File: src/rtl/mdc_pkg.sv
`timescale 1ns / 1ps
`default_nettype none

package mdc_pkg;

    // Timer and register widths.
    localparam int TIMER_BITS    = 20;
    localparam int LIMIT_BITS    = 20;
    localparam int SAMPLE_BITS   = 10;
    localparam int CMP_BITS      = (TIMER_BITS > LIMIT_BITS) ? TIMER_BITS : LIMIT_BITS;
    localparam int CFG_ADDR_BITS = 2;
    localparam int CFG_DATA_BITS = 20;
    localparam int STATE_BITS    = 3;

    // Register reset values.
    localparam logic [SAMPLE_BITS-1:0] THRESHOLD_RESET     = SAMPLE_BITS'(310);
    localparam logic [LIMIT_BITS-1:0]  OVERLOAD_RESET      = LIMIT_BITS'(200);
    localparam logic [LIMIT_BITS-1:0]  OPERATION_RESET     = LIMIT_BITS'(10000);
    localparam logic [LIMIT_BITS-1:0]  MIN_SUCCESS_RESET   = LIMIT_BITS'(1000);
    localparam logic [TIMER_BITS-1:0]  TIMER_MAX           = {TIMER_BITS{1'b1}};

    // Operation codes carried with each input word.
    typedef enum logic [1:0] {
        OP_TICK  = 2'd0,
        OP_OPEN  = 2'd1,
        OP_CLOSE = 2'd2,
        OP_NONE  = 2'd3
    } op_t;

    // Configuration register indexes.
    typedef enum logic [CFG_ADDR_BITS-1:0] {
        REG_THRESHOLD       = 2'd0,
        REG_OVERLOAD_LIMIT  = 2'd1,
        REG_OPERATION_LIMIT = 2'd2,
        REG_MIN_SUCCESS     = 2'd3
    } cfg_idx_t;

    // Door mode, kept one-hot inside the block.
    typedef enum logic [4:0] {
        MODE_ERROR   = 5'b00001,
        MODE_OPENING = 5'b00010,
        MODE_CLOSING = 5'b00100,
        MODE_OPENED  = 5'b01000,
        MODE_CLOSED  = 5'b10000
    } mode_t;

    // Door state codes as seen on the result port.
    localparam logic [STATE_BITS-1:0] DS_ERROR   = 3'd0;
    localparam logic [STATE_BITS-1:0] DS_OPENING = 3'd1;
    localparam logic [STATE_BITS-1:0] DS_CLOSING = 3'd2;
    localparam logic [STATE_BITS-1:0] DS_OPENED  = 3'd3;
    localparam logic [STATE_BITS-1:0] DS_CLOSED  = 3'd4;

    typedef struct packed {
        logic [SAMPLE_BITS-1:0] current_threshold;
        logic [LIMIT_BITS-1:0]  overload_limit;
        logic [LIMIT_BITS-1:0]  operation_limit;
        logic [LIMIT_BITS-1:0]  min_success;
    } cfg_t;

    typedef struct packed {
        logic [STATE_BITS-1:0] door_state;
        logic                  open_drive;
        logic                  close_drive;
        logic                  timeout_seen;
        logic                  blocked_seen;
    } result_t;

    function automatic logic [STATE_BITS-1:0] encode_mode(input mode_t m);
        logic [STATE_BITS-1:0] code;
        case (m)
            MODE_OPENING: code = DS_OPENING;
            MODE_CLOSING: code = DS_CLOSING;
            MODE_OPENED:  code = DS_OPENED;
            MODE_CLOSED:  code = DS_CLOSED;
            default:      code = DS_ERROR;
        endcase
        return code;
    endfunction

    function automatic logic [TIMER_BITS-1:0] sat_inc(input logic [TIMER_BITS-1:0] v);
        return (v == TIMER_MAX) ? v : v + TIMER_BITS'(1);
    endfunction

endpackage

`default_nettype wire

File: src/rtl/motor_door_controller_unit.sv
`timescale 1ns / 1ps
`default_nettype none

// Door motor controller. Each input word is either a 1 ms tick carrying a motor
// current sample or an open or close command; each accepted word yields exactly
// one result word with the door state, both motor drives and the timeout and
// blocked flags of that word. The block accepts one word per clock cycle while
// the result side is not stalled; an accepted word is held in the input register,
// and once the result slot is free the state update and the result register load
// happen together at the same clock edge. Register writes take effect at the
// next clock edge and are meant to be made while no word is in flight.
module motor_door_controller_unit
    import mdc_pkg::*;
(
    input  wire logic                     aclk,
    input  wire logic                     aresetn,

    // Input stream.
    input  wire logic                     s_tvalid,
    output logic                          s_tready,
    input  wire logic [15:0]              s_tdata,   // [9:0] current_sample
    input  wire logic [1:0]               s_tuser,   // [1:0] operation

    // Result stream.
    output logic                          m_tvalid,
    input  wire logic                     m_tready,
    output logic [7:0]                    m_tdata,   // [2:0] door_state, [3] open_drive,
                                                     // [4] close_drive, [5] timeout_seen,
                                                     // [6] blocked_seen

    // Register write port.
    input  wire logic                     cfg_we,
    input  wire logic [CFG_ADDR_BITS-1:0] cfg_addr,
    input  wire logic [CFG_DATA_BITS-1:0] cfg_wdata
);

    logic                   in_valid_reg, in_valid_next;
    op_t                    op_reg;
    logic [SAMPLE_BITS-1:0] sample_reg;
    logic                   out_valid_reg, out_valid_next;
    logic [7:0]             out_data_reg;
    logic                   out_ready;
    logic                   advance;
    logic                   in_load;
    cfg_t                   cfg;
    result_t                res;

    mdc_cfg u_cfg (
        .aclk      (aclk),
        .aresetn   (aresetn),
        .cfg_we    (cfg_we),
        .cfg_addr  (cfg_addr),
        .cfg_wdata (cfg_wdata),
        .cfg       (cfg)
    );

    mdc_core u_core (
        .aclk    (aclk),
        .aresetn (aresetn),
        .step_en (advance),
        .op      (op_reg),
        .sample  (sample_reg),
        .cfg     (cfg),
        .res     (res)
    );

    // Pipeline handshake: the input word moves on when the result slot is free.
    assign out_ready = !out_valid_reg || m_tready;
    assign advance   = in_valid_reg && out_ready;
    assign s_tready  = !in_valid_reg || out_ready;
    assign in_load   = s_tvalid && s_tready;

    always_comb begin
        in_valid_next  = in_load ? 1'b1 : (advance ? 1'b0 : in_valid_reg);
        out_valid_next = advance ? 1'b1 : (m_tready ? 1'b0 : out_valid_reg);
    end

    // Valid flags.
    always_ff @(posedge aclk) begin
        if (!aresetn) begin
            in_valid_reg  <= 1'b0;
            out_valid_reg <= 1'b0;
        end else begin
            in_valid_reg  <= in_valid_next;
            out_valid_reg <= out_valid_next;
        end
    end

    // Payload registers.
    always_ff @(posedge aclk) begin
        if (in_load) begin
            op_reg     <= op_t'(s_tuser);
            sample_reg <= s_tdata[SAMPLE_BITS-1:0];
        end
        if (advance) begin
            out_data_reg <= {1'b0, res.blocked_seen, res.timeout_seen,
                             res.close_drive, res.open_drive, res.door_state};
        end
    end

    assign m_tvalid = out_valid_reg;
    assign m_tdata  = out_data_reg;

`ifndef SYNTH
    // A word taken from the input register shows up as a result next cycle.
    a_advance_to_output: assert property (@(posedge aclk) disable iff (!aresetn)
        advance |=> m_tvalid)
        else $error("accepted word did not reach the result register");

    // A stalled result with a waiting input word holds off the input side.
    a_full_backpressure: assert property (@(posedge aclk) disable iff (!aresetn)
        (in_valid_reg && m_tvalid && !m_tready) |-> !s_tready)
        else $error("input accepted while both stages are full");

    // The padding bit of a result word is always zero.
    a_result_pad_zero: assert property (@(posedge aclk) disable iff (!aresetn)
        m_tvalid |-> !m_tdata[7])
        else $error("result padding bit set");
`endif

endmodule

`default_nettype wire

File: src/rtl/mdc_cfg.sv
`timescale 1ns / 1ps
`default_nettype none

module mdc_cfg
    import mdc_pkg::*;
(
    input  wire logic                     aclk,
    input  wire logic                     aresetn,
    input  wire logic                     cfg_we,
    input  wire logic [CFG_ADDR_BITS-1:0] cfg_addr,
    input  wire logic [CFG_DATA_BITS-1:0] cfg_wdata,
    output cfg_t                          cfg
);

    cfg_t cfg_reg;
    cfg_t cfg_next;

    // Decode the write index and truncate the data to the register width.
    always_comb begin
        cfg_next = cfg_reg;
        if (cfg_we) begin
            case (cfg_idx_t'(cfg_addr))
                REG_THRESHOLD:       cfg_next.current_threshold = cfg_wdata[SAMPLE_BITS-1:0];
                REG_OVERLOAD_LIMIT:  cfg_next.overload_limit    = cfg_wdata[LIMIT_BITS-1:0];
                REG_OPERATION_LIMIT: cfg_next.operation_limit   = cfg_wdata[LIMIT_BITS-1:0];
                REG_MIN_SUCCESS:     cfg_next.min_success       = cfg_wdata[LIMIT_BITS-1:0];
                default:             cfg_next = cfg_reg;
            endcase
        end
    end

    always_ff @(posedge aclk) begin
        if (!aresetn) begin
            cfg_reg.current_threshold <= THRESHOLD_RESET;
            cfg_reg.overload_limit    <= OVERLOAD_RESET;
            cfg_reg.operation_limit   <= OPERATION_RESET;
            cfg_reg.min_success       <= MIN_SUCCESS_RESET;
        end else begin
            cfg_reg <= cfg_next;
        end
    end

    assign cfg = cfg_reg;

endmodule

`default_nettype wire

File: src/rtl/mdc_core.sv
`timescale 1ns / 1ps
`default_nettype none

module mdc_core
    import mdc_pkg::*;
(
    input  wire logic                   aclk,
    input  wire logic                   aresetn,
    input  wire logic                   step_en,
    input  wire op_t                    op,
    input  wire logic [SAMPLE_BITS-1:0] sample,
    input  wire cfg_t                   cfg,
    output result_t                     res
);

    mode_t                 mode_reg, mode_next;
    logic                  open_drive_reg, open_drive_next;
    logic                  close_drive_reg, close_drive_next;
    logic                  op_active_reg, op_active_next;
    logic [TIMER_BITS-1:0] op_elapsed_reg, op_elapsed_next;
    logic                  ov_active_reg, ov_active_next;
    logic [TIMER_BITS-1:0] ov_elapsed_reg, ov_elapsed_next;
    logic                  timeout_seen;
    logic                  blocked_seen;

    // One full update of the door state for the word at the head of the pipeline.
    always_comb begin
        logic early;
        mode_next        = mode_reg;
        open_drive_next  = open_drive_reg;
        close_drive_next = close_drive_reg;
        op_active_next   = op_active_reg;
        op_elapsed_next  = op_elapsed_reg;
        ov_active_next   = ov_active_reg;
        ov_elapsed_next  = ov_elapsed_reg;
        timeout_seen     = 1'b0;
        blocked_seen     = 1'b0;
        early            = 1'b0;
        case (op)
            OP_OPEN: begin
                if (mode_reg != MODE_OPENING) begin
                    open_drive_next  = 1'b1;
                    close_drive_next = 1'b0;
                    op_active_next   = 1'b1;
                    op_elapsed_next  = '0;
                    mode_next        = MODE_OPENING;
                end
            end
            OP_CLOSE: begin
                if (mode_reg != MODE_CLOSING) begin
                    open_drive_next  = 1'b0;
                    close_drive_next = 1'b1;
                    op_active_next   = 1'b1;
                    op_elapsed_next  = '0;
                    mode_next        = MODE_CLOSING;
                end
            end
            OP_TICK: begin
                // Advance running timers.
                if (op_active_reg) begin
                    op_elapsed_next = sat_inc(op_elapsed_reg);
                end
                if (ov_active_reg) begin
                    ov_elapsed_next = sat_inc(ov_elapsed_reg);
                end

                // An error state retries by opening.
                if (mode_reg == MODE_ERROR) begin
                    open_drive_next  = 1'b1;
                    close_drive_next = 1'b0;
                    op_active_next   = 1'b1;
                    op_elapsed_next  = '0;
                    mode_next        = MODE_OPENING;
                end

                // Operation timeout.
                if (op_active_next &&
                    (CMP_BITS'(op_elapsed_next) > CMP_BITS'(cfg.operation_limit))) begin
                    timeout_seen     = 1'b1;
                    open_drive_next  = 1'b0;
                    close_drive_next = 1'b0;
                    if (mode_next == MODE_OPENING) begin
                        mode_next       = MODE_OPENED;
                        op_active_next  = 1'b0;
                        op_elapsed_next = '0;
                    end else begin
                        mode_next = MODE_ERROR;
                    end
                end

                // Load detection from the current sample.
                if (sample < cfg.current_threshold) begin
                    if (!ov_active_reg) begin
                        ov_active_next  = 1'b1;
                        ov_elapsed_next = '0;
                    end
                end else begin
                    ov_active_next  = 1'b0;
                    ov_elapsed_next = '0;
                end

                // Blocked door ends the motion.
                if (ov_active_next &&
                    (CMP_BITS'(ov_elapsed_next) > CMP_BITS'(cfg.overload_limit))) begin
                    early = op_active_next && (op_elapsed_next != '0) &&
                            (CMP_BITS'(op_elapsed_next) < CMP_BITS'(cfg.min_success));
                    blocked_seen     = 1'b1;
                    open_drive_next  = 1'b0;
                    close_drive_next = 1'b0;
                    if (mode_next == MODE_CLOSING && early) begin
                        mode_next = MODE_ERROR;
                    end else if (mode_next == MODE_CLOSING) begin
                        mode_next       = MODE_CLOSED;
                        op_active_next  = 1'b0;
                        op_elapsed_next = '0;
                    end else if (mode_next == MODE_OPENING) begin
                        mode_next       = MODE_OPENED;
                        op_active_next  = 1'b0;
                        op_elapsed_next = '0;
                    end else begin
                        mode_next = MODE_ERROR;
                    end
                end
            end
            default: begin
                // Unused operation code: report the state unchanged.
            end
        endcase
    end

    // State advances only when the word moves to the result register.
    always_ff @(posedge aclk) begin
        if (!aresetn) begin
            mode_reg        <= MODE_ERROR;
            open_drive_reg  <= 1'b0;
            close_drive_reg <= 1'b0;
            op_active_reg   <= 1'b0;
            op_elapsed_reg  <= '0;
            ov_active_reg   <= 1'b0;
            ov_elapsed_reg  <= '0;
        end else if (step_en) begin
            mode_reg        <= mode_next;
            open_drive_reg  <= open_drive_next;
            close_drive_reg <= close_drive_next;
            op_active_reg   <= op_active_next;
            op_elapsed_reg  <= op_elapsed_next;
            ov_active_reg   <= ov_active_next;
            ov_elapsed_reg  <= ov_elapsed_next;
        end
    end

    assign res.door_state   = encode_mode(mode_next);
    assign res.open_drive   = open_drive_next;
    assign res.close_drive  = close_drive_next;
    assign res.timeout_seen = timeout_seen;
    assign res.blocked_seen = blocked_seen;

`ifndef SYNTH
    // The open drive runs exactly while the door is opening.
    a_open_drive_mode: assert property (@(posedge aclk) disable iff (!aresetn)
        open_drive_reg == (mode_reg == MODE_OPENING))
        else $error("open drive does not match opening mode");

    // The close drive runs exactly while the door is closing.
    a_close_drive_mode: assert property (@(posedge aclk) disable iff (!aresetn)
        close_drive_reg == (mode_reg == MODE_CLOSING))
        else $error("close drive does not match closing mode");

    // A finished motion leaves the operation timer stopped and cleared.
    a_timer_idle_at_rest: assert property (@(posedge aclk) disable iff (!aresetn)
        (mode_reg == MODE_OPENED || mode_reg == MODE_CLOSED) |->
            (!op_active_reg && op_elapsed_reg == '0))
        else $error("operation timer running in a rest state");

    // A blocked report always stops both drives.
    a_block_stops_motor: assert property (@(posedge aclk) disable iff (!aresetn)
        (step_en && blocked_seen) |=> (!open_drive_reg && !close_drive_reg))
        else $error("motor still driven after block");
`endif

endmodule

`default_nettype wire

File: config.mk
export PLATFORM = sky130hd
export DESIGN_NAME = motor_door_controller_unit
export DESIGN_NICKNAME = d
export VERILOG_FILES = /design/src/rtl/mdc_pkg.sv /design/src/rtl/motor_door_controller_unit.sv /design/src/rtl/mdc_cfg.sv /design/src/rtl/mdc_core.sv
export SDC_FILE = /design/constraint.sdc
export NUM_CORES = 1
export LEC_CHECK = 0
export BUFFER_PORTS_ARGS = -buffer_cell sky130_fd_sc_hd__buf_2
export CAP_MARGIN = 20
export CORE_MARGIN = 10
export CORE_UTILIZATION = 66
export DETAILED_ROUTE_END_ITERATION = 12
export PLACE_DENSITY = 0.86
export SETUP_SLACK_MARGIN = 0.4
export SLEW_MARGIN = 25
export SYNTH_ARGS = -nofsm -noshare
export SYNTH_HDL_FRONTEND = slang
export SYNTH_SLANG_ARGS = --single-unit
File: constraint.sdc
create_clock -name aclk -period 14.2 [get_ports aclk]
set_input_delay 1.42 -clock aclk [delete_from_list [all_inputs] [get_ports aclk]]
set_output_delay 1.42 -clock aclk [all_outputs]
set_load 0.05 [all_outputs]
-- Word level (Yosys, flattened, before mapping)
Index checks and enable logic that the tools add are counted.
- input bits: 45
- word-level logic and storage cells: 128
- output and inout port bits: 10
- bits in registers: 140
- equality and inequality tests: 19
- add/subtract/negate cells: 2
- mux-type cells: 63
- $lt $le $gt $ge: 4
- reductions and logical operators: 23
- operator list (operator ; number):
    $mux W20 ; 17
    $pmux W20 S3 ; 1
    $mux W5 ; 9
    $add A20 B1 Y20 const B ; 2
    $eq A20 B20 Y1 const B ; 2
    $gt A20 B20 Y1 ; 2
    $mux W1 ; 29
    $lt A20 B20 Y1 ; 1
    $reduce_bool A20 Y1 ; 1
    $eq A5 B2 Y1 const B ; 3
    $pmux W5 S3 ; 1
    $pmux W3 S4 ; 1
    $eq A5 B3 Y1 const B ; 2
    $lt A10 B10 Y1 ; 1
    $reduce_and A2 Y1 ; 5
    $pmux W1 S3 ; 3
    $mux W4 ; 2
    $logic_and A1 B1 Y1 ; 7
    $eq A2 B2 Y1 const B ; 3
    $eq A5 B1 Y1 const B ; 1
    $eq A5 B4 Y1 const B ; 1
    $eq A5 B5 Y1 const B ; 1
    $ne A5 B2 Y1 const B ; 1
    $ne A5 B3 Y1 const B ; 1
    other kinds (8) ; 14

-- Depth between registers and ports, before layout
- word-level depth: 18
- mapped depth: 27
- gate-level depth less buffers: 23

-- Hierarchy
Synthesis repeated with hierarchy kept, for this count alone.
- cell total of the unflattened synthesis: 1041
- area, all modules: 8814.7 µm²
- modules (own cells, without submodules) (module ; area an instance (µm²) ; cells each ; times used):
    mdc_core ; 5405.2 ; 743 ; 1
    mdc_cfg ; 2723.9 ; 268 ; 1
    motor_door_controller_unit ; 685.7 ; 30 ; 1

-- Worst setup path before layout
No wires, ideal clock.
- path type: register -> register
- start: reg u_core.op_elapsed_reg[0]
- end: reg out_data_reg[1] (netlist: m_tdata[1]), data pin
- arrival: 5454 ps
- library setup time: 169 ps
- required time: 14031 ps
- period minus slack after synthesis: 5623 ps
- slack: 8577 ps
- cell stages (with the launch flop): 26
- cells stage by stage: dfxtp_1 -> ha_1 -> and4_1 -> and4_4 -> buf_6 -> nor4_1 -> xnor2_1 -> nor2_1 -> ha_1 -> nand4_1 -> nor4_2 -> a21boi_0 -> a2111o_1 -> and2_1 -> buf_2 -> buf_1 -> nor3_1 -> ha_1 -> a2111oi_0 -> o21ai_0 -> o211ai_1 -> nand3_1 -> nor3_1 -> a2111oi_0 -> a211oi_1 -> nor4b_2
- RTL lines (what ; line ; source):
    from (decl) ; mdc_core.sv:20 ; logic [TIMER_BITS-1:0] op_elapsed_reg, op_elapsed_next;
    from (signal assigned) ; mdc_core.sv:146 ; op_elapsed_reg <= op_elapsed_next;
    to (signal assigned) ; motor_door_controller_unit.sv:96 ; out_data_reg <= {1'b0, res.blocked_seen, res.timeout_seen,
    to (decl) ; motor_door_controller_unit.sv:41 ; logic [7:0] out_data_reg;

==> impl_metrics.tcl <==
set metrics [dict create \
    clock.fmax_ghz 0.129 \
    power_density_nw_per_um2 97.9 \
    slew_viol_final 0 \
    stdcell_count 1310 \
    finalSetupViolations 0 \
    status "completed" \
    fp.dieW_um 135 \
    drv_cap 0 \
    n_fill_cell 1036 \
    min_period_over_period_pct 54.8 \
    dr.first_iter.drc_count 912 \
    cts_tree "built" \
    total_power_mw 0.935 \
    vias 8129 \
    nets 1236 \
    fin_skew_ps 11.1 \
    initial_utilization_pct 66.8 \
    crit_type "reg -> reg" \
    io_buffers 47 \
    tns_ps 0 \
    grt_overflow 0 \
    p_leak_nw 3.73 \
    cts.clk_slew.worst_paths_ps 60 \
    io_pins 55 \
    hold_viol_final 0 \
    ir_drop_v 0.0000926 \
    grt_pass1_vias 7665 \
    slew_headroom_pct 38.1 \
    gp_congestion 0.980 \
    synth_area_per_cell_um2 7.91 \
    yosysWarnings 0 \
    grtUsageMet3_pct 4.15 \
    async_flop_share_pct 0 \
    grt_pass1_wl_um 37400 \
    antenna_cells 0 \
    multiInputGateArea_um2 5150 \
    cts_hold_buf 0 \
    ff2ff_path_depth 21 \
    drive_gt1_share_pct 10.1 \
    cp_slowest_cell "nor4_2" \
    met2_usage_pct 41.8 \
    placementRows 42 \
    grtUsageTotal_pct 24.9 \
    ant_nets 0 \
    regArea_um2 2990 \
    drc 0 \
    ys.flop_type "dfxtp_1" \
    h-tree-depth 4 \
    start_kind "flop" \
    syn2layout_area_growth_pct 8.77 \
    crit_required_ps 14460 \
    worst-path-max-fanout 18 \
    busiest_layer "met2" \
    core_area_um2 13100 \
    endpoint_kind "flop" \
    synth_cell_types 83 \
    dieArea_um2 18300 \
    cts-root-buf "clkbuf_16" \
    clock_latency_ps 430 \
    cts_buffers 17 \
    cts_buffer_depth 2 \
    preCtsSetupSlack_ps 6830 \
    cts_setup_buffers 0 \
    ys_ff_latch 140 \
    crit_arrival_ps 8040 \
    grt_start_max_net_pins 82 \
    worstPathCellList "ha_1 > nand2_1 > nor4_2 > a21oi_1 > a311oi_1 > ha_1 > nand4_1 > nor4_2 > a21boi_0 > a2111o_1 > and2_1 > nor3_1 > ha_1 > a2111oi_0 > o21ai_0 > o211ai_1 > nand3_1 > nor3_1 > a2111oi_0 > a211oi_1 > nor4b_2" \
    period_needed_ps 7780 \
    cts_resized 0 \
    synth_area_leaders "dfxtp_1, ha_1, nand2_1" \
    wire_per_inst_um 17.3 \
    syn_area_um2 8780 \
    dr.pass1.iters 6 \
    die_h_um 135 \
    avgViaCountPerCell 6.21 \
    synthMostInstantiatedCell "nand2_1" \
    netlist_instances 1110 \
    cpMostUsedCell "ha_1" \
    clkSinkCount 140 \
    synth-edff-count 19 \
    fin_ws_ps 6420 \
    antenna_found_initial 0 \
    seq_area_frac_synth_pct 34.1 \
    wl_um 22600 \
    hold_depth 2 \
    use_met1_pct 30.6 \
    synth_top_cell_by_area "dfxtp_1" \
    dp.cells 1278 \
    worst_pin_slew_ps 920 \
    rsz0062_at_grt "no" \
    hold_class "reg -> reg" \
    largest_register_ffs 70 \
    synth_top_cell_area_share_pct 27.6 \
    synthTopCellsByCount "nand2_1, dfxtp_1, a21oi_1" \
    syn_nets 1225 \
    cp_slowest_stage_delay_ps 880 \
    dp_hpwl_um 16300 \
]
-- per-layer routing --
| metal | routed length [µm] | vias to the layer above | share of wire (%) |
|---|---|---|---|
| met3 | 1380 | 68 | 6.1 |
| met1 | 9490 | 3764 | 42 |
| met4 | 772 | 0 | 3.4 |
| met5 | 0 | - | 0 |
| li1 | - | 3971 | - |
| met2 | 11000 | 326 | 48 |
-- cell type report --
cell class / instances / share of cell area [%]
multi-input cells: 817 / 53.9
well taps: 176 / 2.31
flip-flops and latches: 140 / 31.4
clock buffers: 19 / 4.54
clock inverters: 13 / 1.23
inverters: 90 / 3.54
repair buffers: 55 / 3.09
-- cells in the final DEF, fill, tap and decap left out, types with 13 or more instances in the layout --
master     count
and4_1        13
nand4_1       25
nand3_1       25
clkbuf_16     17
xor2_1        14
inv_1         89
nor3_1        28
nor2_1        66
buf_2         47
a21oi_1      117
edfxtp_1      19
and2_1        13
dfxtp_1      121
o211ai_1      25
ha_1          70
a32o_1        19
nand2_1      205
o21ai_0       24
-- per-stage QoR --
step | instance area (µm²) | util [%] | hold slack, ps
6_report | 9550 | 72.7 | 455
5_1_grt | 9550 | 72.7 | 476
4_1_cts | 9550 | 72.7 | 455
3_5_place_dp | 8990 | 68.5 | 446
3_3_place_gp | 8990 | 68.4 | 439
2_1_floorplan | 8780 | - | 432
-- final timing paths --
path	end	slack, ps	startpoint
worst max-delay path	m_tdata[1]$_DFFE_PP_	6420	u_core.op_elapsed_reg[0]$_SDFFE_PN0P_
worst min-delay path	u_cfg.cfg[52]$_SDFFE_PN0P_	450	u_cfg.cfg[52]$_SDFFE_PN0P_
worst max register to register	m_tdata[1]$_DFFE_PP_	6420	u_core.op_elapsed_reg[0]$_SDFFE_PN0P_
worst min register to register	u_cfg.cfg[52]$_SDFFE_PN0P_	450	u_cfg.cfg[52]$_SDFFE_PN0P_
-- power breakdown --
part	internal, mW	switching, mW	leakage, nW
logic	0.0299	0.0647	2.31
clock network	0.241	0.177	0.258
registers	0.414	0.00740	1.17
-- critical path: cells and delay by family (launching register included) --
kind / cells / cell delay (ps)
simple gates: 9 / 3320
compound gates: 9 / 2980
fa+ha+maj: 3 / 810
flops: 1 / 480
-- cell families (layout without fill, tap and decap cells) --
logic type / count (synthesis) / after routing / synth area share, %
AOI/OAI and AO/OA: 271 / 271 / 20.5
xor gates and xnor gates: 25 / 25 / 2.50
adders and majority gates: 70 / 70 / 9.98
buffers and inverters: 153 / 177 / 7.30
DFF: 140 / 140 / 34.1
muxes: 6 / 6 / 0.699
other: 1 / 1 / 0.0427
and+or+nand+nor: 444 / 444 / 24.9
No activity file was read; power rests on OpenSTA's default activity.
